`config.mk`:
```
export PLATFORM = sky130hd
export DESIGN_NAME = mq_ctrl
export DESIGN_NICKNAME = d
export VERILOG_FILES = /design/src/hdl/mq_pkg.sv /design/src/hdl/mq_ctrl.sv
export SDC_FILE = /design/constraint.sdc
export NUM_CORES = 1
export LEC_CHECK = 0
export BUFFER_PORTS_ARGS = -buffer_cell sky130_fd_sc_hd__buf_4
export CAP_MARGIN = 20
export CELL_PAD_IN_SITES_DETAIL_PLACEMENT = 0
export CELL_PAD_IN_SITES_GLOBAL_PLACEMENT = 1
export CORE_ASPECT_RATIO = 1.4
export CORE_UTILIZATION = 40
export CTS_CLUSTER_SIZE = 40
export DETAILED_ROUTE_END_ITERATION = 6
export PLACE_DENSITY_LB_ADDON = 0.12
export SLEW_MARGIN = 5
export SYNTH_ARGS = -nofsm -noshare
export SYNTH_HDL_FRONTEND = slang
export SYNTH_SLANG_ARGS = --single-unit
```
`constraint.sdc`:
```
create_clock -name clk_i -period 3.51 [get_ports clk_i]
set_clock_uncertainty 0.15 [all_clocks]
set_input_delay 0 -clock clk_i [delete_from_list [all_inputs] [get_ports clk_i]]
set_output_delay 0 -clock clk_i [all_outputs]
set_load 0.02 [all_outputs]
```
`src/hdl/mq_pkg.sv`:
```
// mq_pkg: shared sizes, codes and the step result type of the message ring queue
// no dependencies; used by mq_store, mq_ctrl and fixed_size_message_ring_queue
package mq_pkg;

  localparam int unsigned MAX_MESSAGES      = 16;
  localparam int unsigned MAX_MESSAGE_BYTES = 192;
  localparam int unsigned STORE_DEPTH       = MAX_MESSAGES * MAX_MESSAGE_BYTES;

  localparam int unsigned SLOT_W  = $clog2(MAX_MESSAGES);
  localparam int unsigned OFS_W   = 8;
  localparam int unsigned DEPTH_W = 5;
  localparam int unsigned CNT_W   = 5;
  localparam int unsigned ADDR_W  = $clog2(STORE_DEPTH);
  localparam int unsigned DATA_W  = 8;
  localparam int unsigned CFG_W   = 8;
  localparam int unsigned CFG_IDX_W = 1;

  localparam logic [DEPTH_W-1:0] DEPTH_MAX = DEPTH_W'(MAX_MESSAGES);
  localparam logic [OFS_W-1:0]   BYTES_MAX = OFS_W'(MAX_MESSAGE_BYTES);

  // item kinds
  localparam logic KIND_PUT = 1'b0;
  localparam logic KIND_GET = 1'b1;

  // register indexes
  localparam logic [CFG_IDX_W-1:0] REG_QUEUE_DEPTH   = 1'b0;
  localparam logic [CFG_IDX_W-1:0] REG_MESSAGE_BYTES = 1'b1;

  typedef struct packed {
    logic             rd_ok;
    logic             last;
    logic             status;
    logic [CNT_W-1:0] count;
  } step_t;

endpackage

```
`src/hdl/mq_ctrl.sv`:
```
// mq_ctrl: registers, slot pointers, byte offsets and count; store address and access
// depends on mq_pkg
module mq_ctrl (
  input  logic                          clk_i,
  input  logic                          rst_ni,
  input  logic                          step_i,
  input  logic                          kind_i,
  input  logic                          cfg_we_i,
  input  logic [mq_pkg::CFG_IDX_W-1:0]  cfg_index_i,
  input  logic [mq_pkg::CFG_W-1:0]      cfg_data_i,
  output logic                          mem_we_o,
  output logic                          mem_re_o,
  output logic [mq_pkg::ADDR_W-1:0]     mem_addr_o,
  output mq_pkg::step_t                 step_o
);

  logic [mq_pkg::DEPTH_W-1:0] depth_q, depth_d;
  logic [mq_pkg::OFS_W-1:0]   mb_q, mb_d;
  logic [mq_pkg::SLOT_W-1:0]  wslot_q, wslot_d, rslot_q, rslot_d;
  logic [mq_pkg::OFS_W-1:0]   wofs_q, wofs_d, rofs_q, rofs_d;
  logic [mq_pkg::CNT_W-1:0]   held_q, held_d;

  logic                       is_get, put_rej, get_rej, put_ok, get_ok;
  logic                       w_end, r_end;
  logic [mq_pkg::OFS_W-1:0]   wofs_inc, rofs_inc;
  logic [mq_pkg::SLOT_W-1:0]  wslot_inc, rslot_inc, slot_sel;
  logic [mq_pkg::OFS_W-1:0]   ofs_sel;
  logic [mq_pkg::ADDR_W-1:0]  base;
  logic [mq_pkg::DEPTH_W-1:0] qd_val;
  logic [mq_pkg::OFS_W-1:0]   mb_val;
  logic                       clr;

  assign is_get  = (kind_i == mq_pkg::KIND_GET);
  // only the first byte of a message checks full / empty
  assign put_rej = (wofs_q == '0) && (held_q >= depth_q);
  assign get_rej = (rofs_q == '0) && (held_q == '0);
  assign put_ok  = step_i && !is_get && !put_rej;
  assign get_ok  = step_i && is_get && !get_rej;

  assign wofs_inc  = wofs_q + 1'b1;
  assign rofs_inc  = rofs_q + 1'b1;
  assign w_end     = (wofs_inc == mb_q);
  assign r_end     = (rofs_inc == mb_q);
  assign wslot_inc = wslot_q + 1'b1;
  assign rslot_inc = rslot_q + 1'b1;

  assign slot_sel   = is_get ? rslot_q : wslot_q;
  assign ofs_sel    = is_get ? rofs_q : wofs_q;
  assign base       = mq_pkg::ADDR_W'(slot_sel) * mq_pkg::ADDR_W'(mb_q);
  assign mem_addr_o = base + mq_pkg::ADDR_W'(ofs_sel);
  assign mem_we_o   = put_ok;
  assign mem_re_o   = get_ok;

  assign qd_val = cfg_data_i[mq_pkg::DEPTH_W-1:0];
  assign mb_val = cfg_data_i[mq_pkg::OFS_W-1:0];

  always_comb begin
    depth_d = depth_q;
    mb_d    = mb_q;
    wslot_d = wslot_q;
    rslot_d = rslot_q;
    wofs_d  = wofs_q;
    rofs_d  = rofs_q;
    held_d  = held_q;
    clr     = 1'b0;

    if (put_ok) begin
      if (w_end) begin
        wofs_d  = '0;
        wslot_d = ({1'b0, wslot_inc} == depth_q) ? '0 : wslot_inc;
        held_d  = held_q + 1'b1;
      end else begin
        wofs_d = wofs_inc;
      end
    end
    if (get_ok) begin
      if (r_end) begin
        rofs_d  = '0;
        rslot_d = ({1'b0, rslot_inc} == depth_q) ? '0 : rslot_inc;
        if (held_q != '0) begin
          held_d = held_q - 1'b1;
        end
      end else begin
        rofs_d = rofs_inc;
      end
    end

    // a zero write is dropped, anything else clamps and clears the queue
    if (cfg_we_i) begin
      unique case (cfg_index_i)
        mq_pkg::REG_QUEUE_DEPTH: begin
          if (qd_val != '0) begin
            depth_d = (qd_val > mq_pkg::DEPTH_MAX) ? mq_pkg::DEPTH_MAX : qd_val;
            clr     = 1'b1;
          end
        end
        mq_pkg::REG_MESSAGE_BYTES: begin
          if (mb_val != '0) begin
            mb_d = (mb_val > mq_pkg::BYTES_MAX) ? mq_pkg::BYTES_MAX : mb_val;
            clr  = 1'b1;
          end
        end
        default: begin
        end
      endcase
    end
    if (clr) begin
      wslot_d = '0;
      rslot_d = '0;
      wofs_d  = '0;
      rofs_d  = '0;
      held_d  = '0;
    end
  end

  always_comb begin
    step_o.rd_ok  = get_ok;
    step_o.last   = (put_ok && w_end) || (get_ok && r_end);
    step_o.status = is_get ? get_rej : put_rej;
    step_o.count  = held_d;
  end

  always_ff @(posedge clk_i or negedge rst_ni) begin
    if (!rst_ni) begin
      depth_q <= mq_pkg::DEPTH_MAX;
      mb_q    <= mq_pkg::BYTES_MAX;
      wslot_q <= '0;
      rslot_q <= '0;
      wofs_q  <= '0;
      rofs_q  <= '0;
      held_q  <= '0;
    end else begin
      depth_q <= depth_d;
      mb_q    <= mb_d;
      wslot_q <= wslot_d;
      rslot_q <= rslot_d;
      wofs_q  <= wofs_d;
      rofs_q  <= rofs_d;
      held_q  <= held_d;
    end
  end

`ifndef SYNTHESIS
  a_held_le_depth : assert property (@(posedge clk_i) disable iff (!rst_ni)
    held_q <= depth_q)
    else $error("held count above queue depth");

  a_slots_in_ring : assert property (@(posedge clk_i) disable iff (!rst_ni)
    ({1'b0, wslot_q} < depth_q) && ({1'b0, rslot_q} < depth_q))
    else $error("slot pointer outside ring");

  a_ofs_in_msg : assert property (@(posedge clk_i) disable iff (!rst_ni)
    (wofs_q < mb_q) && (rofs_q < mb_q))
    else $error("byte offset outside message");

  a_one_access : assert property (@(posedge clk_i) disable iff (!rst_ni)
    !(mem_we_o && mem_re_o))
    else $error("store read and write in one cycle");

  a_commit_count : assert property (@(posedge clk_i) disable iff (!rst_ni)
    (put_ok && w_end && !cfg_we_i) |=> (held_q == $past(held_q) + 1'b1))
    else $error("commit did not raise count");
`endif

endmodule

```
## Yosys cells after proc, flatten, opt, wreduce, memory -nomap -nowiden

Cells that the tools add are included.

- Input port bits: 14
- Register bits: 42
- Output and inout bits: 22

- Multiplexer cells: 29
- Multipliers: 1
- Order comparisons: 3
- Reductions and logical operators: 26
- Equality and inequality tests: 4
- Bitwise gates (word level): 1
- $add $sub $neg: 7

Operators with widths:

| kind | number |
|---|---|
| $mux W8 | 8 |
| $mux W4 | 9 |
| $mux W5 | 7 |
| $add A8 B1 Y8 const B | 2 |
| $eq A8 B8 Y1 | 2 |
| $logic_not A8 Y1 | 2 |
| $add A12 B8 Y12 | 1 |
| $mul A4 B8 Y12 | 1 |
| $eq A4 B5 Y1 | 2 |
| $reduce_bool A5 Y1 | 2 |
| $add A4 B1 Y4 const B | 2 |
| $gt A8 B8 Y1 const B | 1 |
| $logic_and A1 B1 Y1 | 8 |
| $reduce_bool A2 Y1 | 4 |
| $reduce_bool A8 Y1 | 1 |
| $reduce_and A3 Y1 | 2 |
| $add A5 B1 Y5 const B | 1 |
| $ge A5 B5 Y1 | 1 |
| $gt A5 B5 Y1 const B | 1 |
| $logic_not A5 Y1 | 1 |
| $sub A5 B1 Y5 const B | 1 |
| $mux W1 | 4 |
| $reduce_and A2 Y1 | 2 |
| $logic_not A1 Y1 | 3 |
| other kinds (3) | 3 |

## Depth between registers and ports, before layout

Gate-level depths: netlist of the first run.

- Depth in word-level cells: 9
- Gate-level depth with buffers: 15

## Worst setup path after synthesis of the first run

Ideal clock, no wire load.

- Path kind: input port to output port
- Start: in kind_i
- End: out mem_addr_o[11] (netlist bit)
- Data required time: 3360 ps
- Path buffers: 1
- Setup slack: -501 ps
- Cell stages on the path: 14
- Data arrival time: 3861 ps
- Cell sequence: clkbuf_1 -> mux2_2 -> nand2_1 -> fa_1 -> fa_1 -> fa_1 -> inv_1 -> ha_1 -> a21o_1 -> a21oi_1 -> nor2b_1 -> o21ai_0 -> a21oi_1 -> o211ai_1

- Word-level cells in the longest chain between the ends: 3

RTL lines:

| what | line | RTL |
|---|---|---|
| start, declared | mq_ctrl.sv:7 | `input logic kind_i,` |
| $mux W4 | mq_ctrl.sv:47 | `assign slot_sel = is_get ? rslot_q : wslot_q;` |
| $mul A4 B8 Y12 | mq_ctrl.sv:49 | `assign base = mq_pkg::ADDR_W'(slot_sel) * mq_pkg::ADDR_W'(mb_q);` |
| $add A12 B8 Y12 (*) | mq_ctrl.sv:50 | `assign mem_addr_o = base + mq_pkg::ADDR_W'(ofs_sel);` |
| end, declared | mq_ctrl.sv:13 | `output logic [mq_pkg::ADDR_W-1:0] mem_addr_o,` |

Mark *: on every way between the ends. The rest lies on a longest branch, timed or not.

## Final worst setup path of the first run

- Start: reg wslot_q[2] (netlist bit)
- End: out mem_addr_o[10] (netlist bit)

- Word-level cells in the longest chain between the ends: 3

RTL lines:

| what | line | RTL |
|---|---|---|
| start, declared | mq_ctrl.sv:19 | `logic [mq_pkg::SLOT_W-1:0] wslot_q, wslot_d, rslot_q, rslot_d;` |
| start signal, assigned | mq_ctrl.sv:135 | `wslot_q <= wslot_d;` |
| $mux W4 | mq_ctrl.sv:47 |  |
| $mul A4 B8 Y12 | mq_ctrl.sv:49 |  |
| $add A12 B8 Y12 | mq_ctrl.sv:50 |  |

Every way passes these cells.

==> reports/qor.txt, run 1 <==
Run status -> finished, violations left
Failing checks -> setup timing
Total area of multi-input combinational cells -> 3220 um2
Library cell with the largest summed area after synthesis -> sky130_fd_sc_hd__dfrtp_1
Aggregate negative setup slack -> -2.83 ns
1st-iter DRT viols -> 111
Leakage power figure -> 2.60 nW
Post-layout instance count excluding filler cells -> 741
Worst path required time -> 3.36 ns
Wire length of the first global-routing pass -> 19900 um
Minimum period implied by the final worst setup slack -> 4.05 ns
Worst endpoint data arrival time -> 3.90 ns
Post-DR vias/cell -> 5.36
Number of pins with negative max-slew slack in the final report -> 0
CTS HTree Levels -> 2
Gr ovfl total -> 0
Cell count of the worst hold path -> 5
Initial core utilization -> 40.9%
Proportion of power drawn by flip-flops and latches -> 40.2%
Count of unresolved DRC violations after routing -> 0
Minimum setup slack after placement -> -0.315 ns
Final cycle utilization of the critical path -> 115%
Area fraction of the dominant cell type after synthesis -> 22.1%
Antenna violations before repair -> 0
Synthesis warning total -> 0
Sort of element at the end of the critical path -> primary output
Sw Pwr -> 436 uW
Max Freq -> 0.247 GHz
Area delta synth->final -> 25.7%
Slew HR -> 32.1%
Number of synthesized register bits -> 42
Cell types occupying the most area after synthesis -> sky130_fd_sc_hd__dfrtp_1, sky130_fd_sc_hd__ha_1, sky130_fd_sc_hd__fa_1, sky130_fd_sc_hd__nand2_1, sky130_fd_sc_hd__inv_1
Min Hold Slack -> 0.0769 ns
Die extent in y -> 126 um
Floorplan die area -> 11500 um2
Core Region -> 10800 um2
Clock sinks -> 42
Top cell by count, worst path -> sky130_fd_sc_hd__fa_1
Mapped Nets -> 584
Clock slew at the register clock pins of the worst setup and hold paths -> 0.07 ns
Final GP Congestion -> 0.863
Number of flops mapped to enable cells by yosys -> 0
Fraction of layout cells with a size suffix above 1 -> 25.2%
Largest fanout on the critical path -> 3
Maximum single-stage delay on the critical path -> 0.53 ns
Total routing usage reported by global routing -> 21.9%
Slew at the pin closest to its max-slew limit -> 1.02 ns
Area of the mapped netlist -> 4420 um2
Net total in the final layout -> 665
PnR worst setup slack -> -0.540 ns
Crit-path cells -> mux2_4, nand2_2, fa_1, fa_1, fa_1, inv_2, ha_4, a21oi_4, o21bai_2, a2111o_1, a211o_1, nand3_2, buf_6
Number of instances in the synthesized netlist -> 518
Setup repair after global routing missed its margin -> yes
Number of cells traversed by the worst register-to-register path -> 8
Max cap viols -> 0
Power density relative to cell area -> 245 nW/um2
Sum of routed wire segments on met1 -> 5180 um
Vias in the first global route -> 3909
Critical Path Start Type -> flip-flop
Hold Violations, Final -> 0
Part of the power in the clock network -> 34.1%
Num rows -> 45
P_int -> 928 uW
Average instance area after synthesis -> 8.54 um2
Combinational share of power -> 25.8%
Placed cells -> 718
I/O pin cnt -> 36
Pin count of the biggest net entering global routing -> 43
Buffer levels on the longest clock path -> 2
Slowest cell on crit path -> sky130_fd_sc_hd__fa_1
Port-buffer cells -> 35
Switch share -> 32.0%
Category of the most critical setup path -> reg2out
Count of final setup violators -> 7
Number of buffers inserted during clock tree synthesis -> 5
Routed met2 length -> 6170 um
Primary FF master, synth -> sky130_fd_sc_hd__dfrtp_1
Highest metal layer used by the detailed router -> met4
Antenna fix cells -> 0
Worst min path class -> in2reg
Insertion delay of the later-clocked pin in the worst-skew pair -> 0.29 ns
Metal3 WL -> 342 um
Fraction of synthesis flops using an asynchronous set or reset pin -> 100%
Detailed Route WL -> 11900 um
Residual antenna-violating net count after detailed routing -> 0
Final cell utilization of the core -> 51.4%
Post-synthesis sequential area ratio -> 23.8%
Number of distinct library cell variants in the gate-level netlist after synthesis -> 68
Routed length per placed instance -> 16.1 um
Die W -> 90.9 um
Clock tree from TritonCTS -> done
Buffer type at the clock tree root -> sky130_fd_sc_hd__clkbuf_16
Sequential cell area -> 1050 um2
HPWL after DPL -> 9220 um
Total number of vias -> 3969
Number of filler cells placed in the layout -> 1048
Detailed Routing Iterations Pass 1 -> 4
Max IR drop VDD -> 0.257 mV
[flip-flops by register name, summed over array words and instances (netlist names)]
name and cells:
rofs_q 8, wofs_q 8, held_q 5, wslot_q 4, depth_q 5, mb_q 8
rslot_q 4
[per-layer routing]
layer  GRT usage (%)  vias up
met5               0        -
met4            6.16        0
met3            3.00       12
met2            40.0       63
met1            26.9     1930
li1                -     1964
[cells in the final DEF (no fill, tap or decap), types with 6 or more instances in the layout]
master / count
sky130_fd_sc_hd__a21oi_1: 21
sky130_fd_sc_hd__a31oi_1: 9
sky130_fd_sc_hd__buf_4: 86
sky130_fd_sc_hd__dfrtp_1: 39
sky130_fd_sc_hd__dlygate4sd3_1: 10
sky130_fd_sc_hd__fa_1: 18
sky130_fd_sc_hd__ha_1: 29
sky130_fd_sc_hd__inv_1: 46
sky130_fd_sc_hd__inv_2: 6
sky130_fd_sc_hd__mux2i_1: 12
sky130_fd_sc_hd__nand2_1: 49
sky130_fd_sc_hd__nand2b_1: 10
sky130_fd_sc_hd__nand3_1: 22
sky130_fd_sc_hd__nor2_1: 30
sky130_fd_sc_hd__nor2b_1: 6
sky130_fd_sc_hd__nor3_1: 11
sky130_fd_sc_hd__nor3b_1: 6
sky130_fd_sc_hd__o21a_1: 6
sky130_fd_sc_hd__o21ai_0: 23
sky130_fd_sc_hd__xnor2_1: 18
sky130_fd_sc_hd__xor2_1: 14
[worst paths after layout]
check | start | endpoint | slack [ns]
setup / recovery | wslot_q[2] | mem_addr_o[10] | -0.54
hold reg to reg | depth_q[3] | depth_q[3] | 0.39
hold / removal | step_i | rofs_q[0] | 0.08
setup reg to reg | held_q[0] | held_q[4] | 0.53
min in group asynchronous | rst_ni | mb_q[5] | 0.11
max in group asynchronous | rst_ni | wofs_q[1] | 2.70
[layout make-up]
class,count,area share (%)
Multi-Input combinational cell,400,57.9
Sequential cell,42,19.0
Timing Repair Buffer,98,13.8
Inverter,52,3.51
Tap cell,141,3.17
Clock buffer,5,2.25
Clock inverter,3,0.383
[through the flow]
stage	total power, mW	instance area (um2)
global route	1.44	5560
floorplan	0.757	4510
global placement	0.890	5180
finish	1.36	5560
CTS	1.38	5530
detailed placement	0.895	5180
[repair_timing]
| action | 4_1_cts | 5_1_grt |
|---|---|---|
| resized for setup | 20 | 3 |
| setup endpoints to repair | 8 | 8 |
| cloned | 0 | 0 |
| hold endpoints to repair | 55 | 0 |
| buffers inserted | 4 | 3 |
| pin swaps | 23 | 4 |
| hold buffers | 10 | 0 |
[worst max-delay path: cells and delay by family (launching register included)]
family | cells | cell delay (ns)
multiplexers | 1 | 0.30
adder cells (fa/ha/maj) | 4 | 1.69
AND/OR/NAND/NOR | 2 | 0.14
AO/OA/AOI/OAI | 4 | 0.91
flip-flops | 1 | 0.40
buffers and inverters | 2 | 0.16
[synth_stat cells, types with 3 or more instances]
cell	instances
sky130_fd_sc_hd__nand2_1	54
sky130_fd_sc_hd__inv_1	52
sky130_fd_sc_hd__dfrtp_1	39
sky130_fd_sc_hd__ha_1	33
sky130_fd_sc_hd__nor2_1	32
sky130_fd_sc_hd__a21oi_1	26
sky130_fd_sc_hd__o21ai_0	24
sky130_fd_sc_hd__nand3_1	23
sky130_fd_sc_hd__xnor2_1	20
sky130_fd_sc_hd__fa_1	19
sky130_fd_sc_hd__mux2i_1	14
sky130_fd_sc_hd__xor2_1	14
sky130_fd_sc_hd__nor3_1	12
sky130_fd_sc_hd__clkbuf_1	10
sky130_fd_sc_hd__nand2b_1	10
sky130_fd_sc_hd__a31oi_1	9
sky130_fd_sc_hd__buf_2	9
sky130_fd_sc_hd__mux2_2	8
sky130_fd_sc_hd__nor2b_1	7
sky130_fd_sc_hd__nor3b_1	6
sky130_fd_sc_hd__o21a_1	6
sky130_fd_sc_hd__and2_1	5
sky130_fd_sc_hd__or4_1	5
sky130_fd_sc_hd__a21o_1	4
sky130_fd_sc_hd__and3_1	4
sky130_fd_sc_hd__nand3b_1	4
sky130_fd_sc_hd__nand4_1	4
sky130_fd_sc_hd__nor4b_1	4
sky130_fd_sc_hd__o211ai_1	4
sky130_fd_sc_hd__o311ai_0	4
sky130_fd_sc_hd__or3_1	4
sky130_fd_sc_hd__buf_4	3
sky130_fd_sc_hd__dfstp_2	3
[logic make-up after synthesis]
group                      Yosys count  synth area share [%]
buffers and inverters               76                  7.13
adders and majority gates           52                  17.9
AOI/OAI and AO/OA                  103                  15.7
xor gates and xnor gates            36                  7.75
and+or+nand+nor                    187                  22.4
muxes                               22                  5.20
DFF                                 42                  23.8
[power groups by stage]
stage / logic, mW / clock network (mW) / registers [mW]
final: 0.351 / 0.465 / 0.548
after global routing: 0.383 / 0.504 / 0.552
after CTS: 0.351 / 0.484 / 0.548
after detailed placement: 0.337 / 0 / 0.557
after global placement: 0.334 / 0 / 0.556
after floorplan: 0.213 / 0 / 0.545
Power figures use the tool's default switching activity.
==> inputs of run 2 (changes only) <==
--- a/config.mk
+++ b/config.mk
@@ -14,6 +14,7 @@
 export CTS_CLUSTER_SIZE = 40
 export DETAILED_ROUTE_END_ITERATION = 6
 export PLACE_DENSITY_LB_ADDON = 0.12
+export REMOVE_ABC_BUFFERS = 1
 export SLEW_MARGIN = 5
 export SYNTH_ARGS = -nofsm -noshare
 export SYNTH_HDL_FRONTEND = slang
==> reports/qor.txt, run 2 (synthesis results as in run 1) <==
Metal3 WL -> 408 um (+19%)
Antenna violations before repair -> 0 (unchanged)
Gr ovfl total -> 0 (unchanged)
Power density relative to cell area -> 255 nW/um2 (+3.9%)
Port-buffer cells -> 35 (unchanged)
Highest metal layer used by the detailed router -> met4
Antenna fix cells -> 0 (unchanged)
Detailed Route WL -> 12600 um (+5.8%)
HPWL after DPL -> 9690 um (+5.1%)
Num rows -> 45 (unchanged)
Worst path required time -> 3.36 ns (about the same)
Area delta synth->final -> 29.2%
Max IR drop VDD -> 0.158 mV (-38%)
Sort of element at the end of the critical path -> primary output
Count of final setup violators -> 7 (unchanged)
Final standard cell area without fillers -> 5720 um2 (+2.8%)
Clock tree from TritonCTS -> done
Buffer levels on the longest clock path -> 2 (unchanged)
Initial core utilization -> 40.9% (unchanged)
Hold Violations, Final -> 0 (unchanged)
1st-iter DRT viols -> 217 (+95%)
Die extent in y -> 126 um (unchanged)
Failing checks -> setup timing
Number of pins with negative max-slew slack in the final report -> 0 (unchanged)
Leakage power figure -> 2.65 nW (+1.9%)
Registers with the most flip-flops -> mb_q (8), rofs_q (8), wofs_q (8)
PnR worst setup slack -> -0.555 ns (-0.0147 ns)
Final cell utilization of the core -> 52.9% (+1.5 points)
Slew HR -> 24.9% (-7.2 points)
Max cap viols -> 0 (unchanged)
Clock slew at the register clock pins of the worst setup and hold paths -> 0.06 ns (about the same)
Setup repair after global routing missed its margin -> yes
Minimum period implied by the final worst setup slack -> 4.07 ns (+0.0147 ns)
Fraction of layout cells with a size suffix above 1 -> 27.3% (+2.1 points)
Clock sinks -> 42 (unchanged)
Worst endpoint data arrival time -> 3.92 ns (+0.02 ns)
Worst min path class -> in2reg
Insertion delay of the later-clocked pin in the worst-skew pair -> 0.29 ns (about the same)
Vias in the first global route -> 4126 (+5.6%)
Routed met2 length -> 6600 um (+7.1%)
Count of unresolved DRC violations after routing -> 0 (unchanged)
Most common library cell in the layout ignoring fill and taps -> sky130_fd_sc_hd__buf_4
Post-DR vias/cell -> 5.41 (+1.1%)
Total number of vias -> 4061 (+2.3%)
CTS HTree Levels -> 2 (unchanged)
Floorplan die area -> 11500 um2 (unchanged)
Slew at the pin closest to its max-slew limit -> 1.10 ns (+0.0798 ns)
Sum of routed wire segments on met1 -> 5260 um (+1.5%)
Net total in the final layout -> 674 (+1.4%)
Final GP Congestion -> 0.865 (+0.22%)
Detailed Routing Iterations Pass 1 -> 5 (+1)
Residual antenna-violating net count after detailed routing -> 0 (unchanged)
Run status -> finished, violations left
Core Region -> 10800 um2 (unchanged)
Buffer type at the clock tree root -> sky130_fd_sc_hd__clkbuf_16
Largest fanout on the critical path -> 3 (unchanged)
Max Freq -> 0.246 GHz (-0.36%)
Critical Path Start Type -> flip-flop
Area after detailed placement -> 5160 um2 (-0.53%)
I/O pin cnt -> 36 (unchanged)
Min Hold Slack -> 0.0840 ns (+0.00710 ns)
Commonest cells after routing, fill and taps aside -> sky130_fd_sc_hd__buf_4, sky130_fd_sc_hd__nand2_1, sky130_fd_sc_hd__inv_1
Pin count of the biggest net entering global routing -> 43 (unchanged)
Wire length of the first global-routing pass -> 20600 um (+3.7%)
Category of the most critical setup path -> reg2out
Routed length per placed instance -> 16.8 um (+4.5%)
Die W -> 90.9 um (unchanged)
Number of buffers inserted during clock tree synthesis -> 5 (unchanged)
Total routing usage reported by global routing -> 22.8% (+0.88 points)
Final cycle utilization of the critical path -> 116% (+0.42 points)
-- run 2: cell count changes in the layout (fill, tap and decap cells not counted), sizes merged --
cell,change
buf,+6
bufinv,+1
clkinvlp,-1
dlygate4sd3,+3
-- run 2: area by class of cell --
class	count	area, um2
Clock inverter	3	40.0
Inverter	52	195
Tap cell	141	176
Timing Repair Buffer	107	851
Multi-Input combinational cell	400	3280
Sequential cell	42	1050
Fill cell	1049	5090
Clock buffer	5	125
-- run 2: stage by stage --
step / total power, mW / worst slack (ns) / instances / TNS (ns)
6_report: 1.46 / -0.555 / 750 / -2.95
3_3_place_gp: 0.892 / -0.464 / 725 / -1.99
5_1_grt: 1.52 / -0.673 / 750 / -3.94
3_5_place_dp: 0.896 / -0.515 / 725 / -2.30
2_1_floorplan: 0.742 / -0.450 / 494 / -1.96
4_1_cts: 1.46 / -0.543 / 746 / -2.92
-- run 2: what timing repair did --
action | in CTS | in global routing
pin swaps | 29 | 5
buffers inserted | 2 | 5
setup endpoints to repair | 9 | 13
hold endpoints to repair | 55 | 0
resized for setup | 40 | 15
cloned | 0 | 0
hold buffers | 13 | 0
-- run 2: worst max-delay path: stages (launching register included) --
cell and delay [ns]:
sky130_fd_sc_hd__dfrtp_1 0.40, sky130_fd_sc_hd__mux2_4 0.30, sky130_fd_sc_hd__nand2_2 0.08, sky130_fd_sc_hd__fa_1 0.44, sky130_fd_sc_hd__fa_1 0.47, sky130_fd_sc_hd__fa_1 0.54
sky130_fd_sc_hd__inv_2 0.05, sky130_fd_sc_hd__ha_4 0.27, sky130_fd_sc_hd__a21o_1 0.16, sky130_fd_sc_hd__a21oi_4 0.08, sky130_fd_sc_hd__nor2b_4 0.14, sky130_fd_sc_hd__o21ai_4 0.07
sky130_fd_sc_hd__a2111o_1 0.36, sky130_fd_sc_hd__o211ai_1 0.09, sky130_fd_sc_hd__buf_4 0.17
-- run 2: power breakdown --
group / internal (mW) / leakage [nW] / switching, mW / total, mW
clock network: 0.334 / 0.0836 / 0.210 / 0.543
registers: 0.513 / 0.563 / 0.0377 / 0.551
logic: 0.160 / 2.00 / 0.204 / 0.364
total: 1.01 / 2.65 / 0.451 / 1.46
-- run 2: worst paths after layout --
check	start	to	slack (ns)	depth (start not counted)
max in group asynchronous	rst_ni	mb_q[1]	2.71	2
worst min-delay path	step_i	rofs_q[0]	0.08	5
worst max-delay path	wslot_q[1]	mem_addr_o[11]	-0.56	14
worst max register to register	depth_q[4]	wslot_q[2]	0.48	9
worst min register to register	depth_q[3]	depth_q[3]	0.39	2
min in group asynchronous	rst_ni	held_q[4]	0.09	2
-- run 2: per-layer routing --
layer	track usage [%]	up-vias
li1	-	1979
met1	27.2	1973
met2	41.1	84
met3	2.70	25
met4	9.90	0
met5	0	-
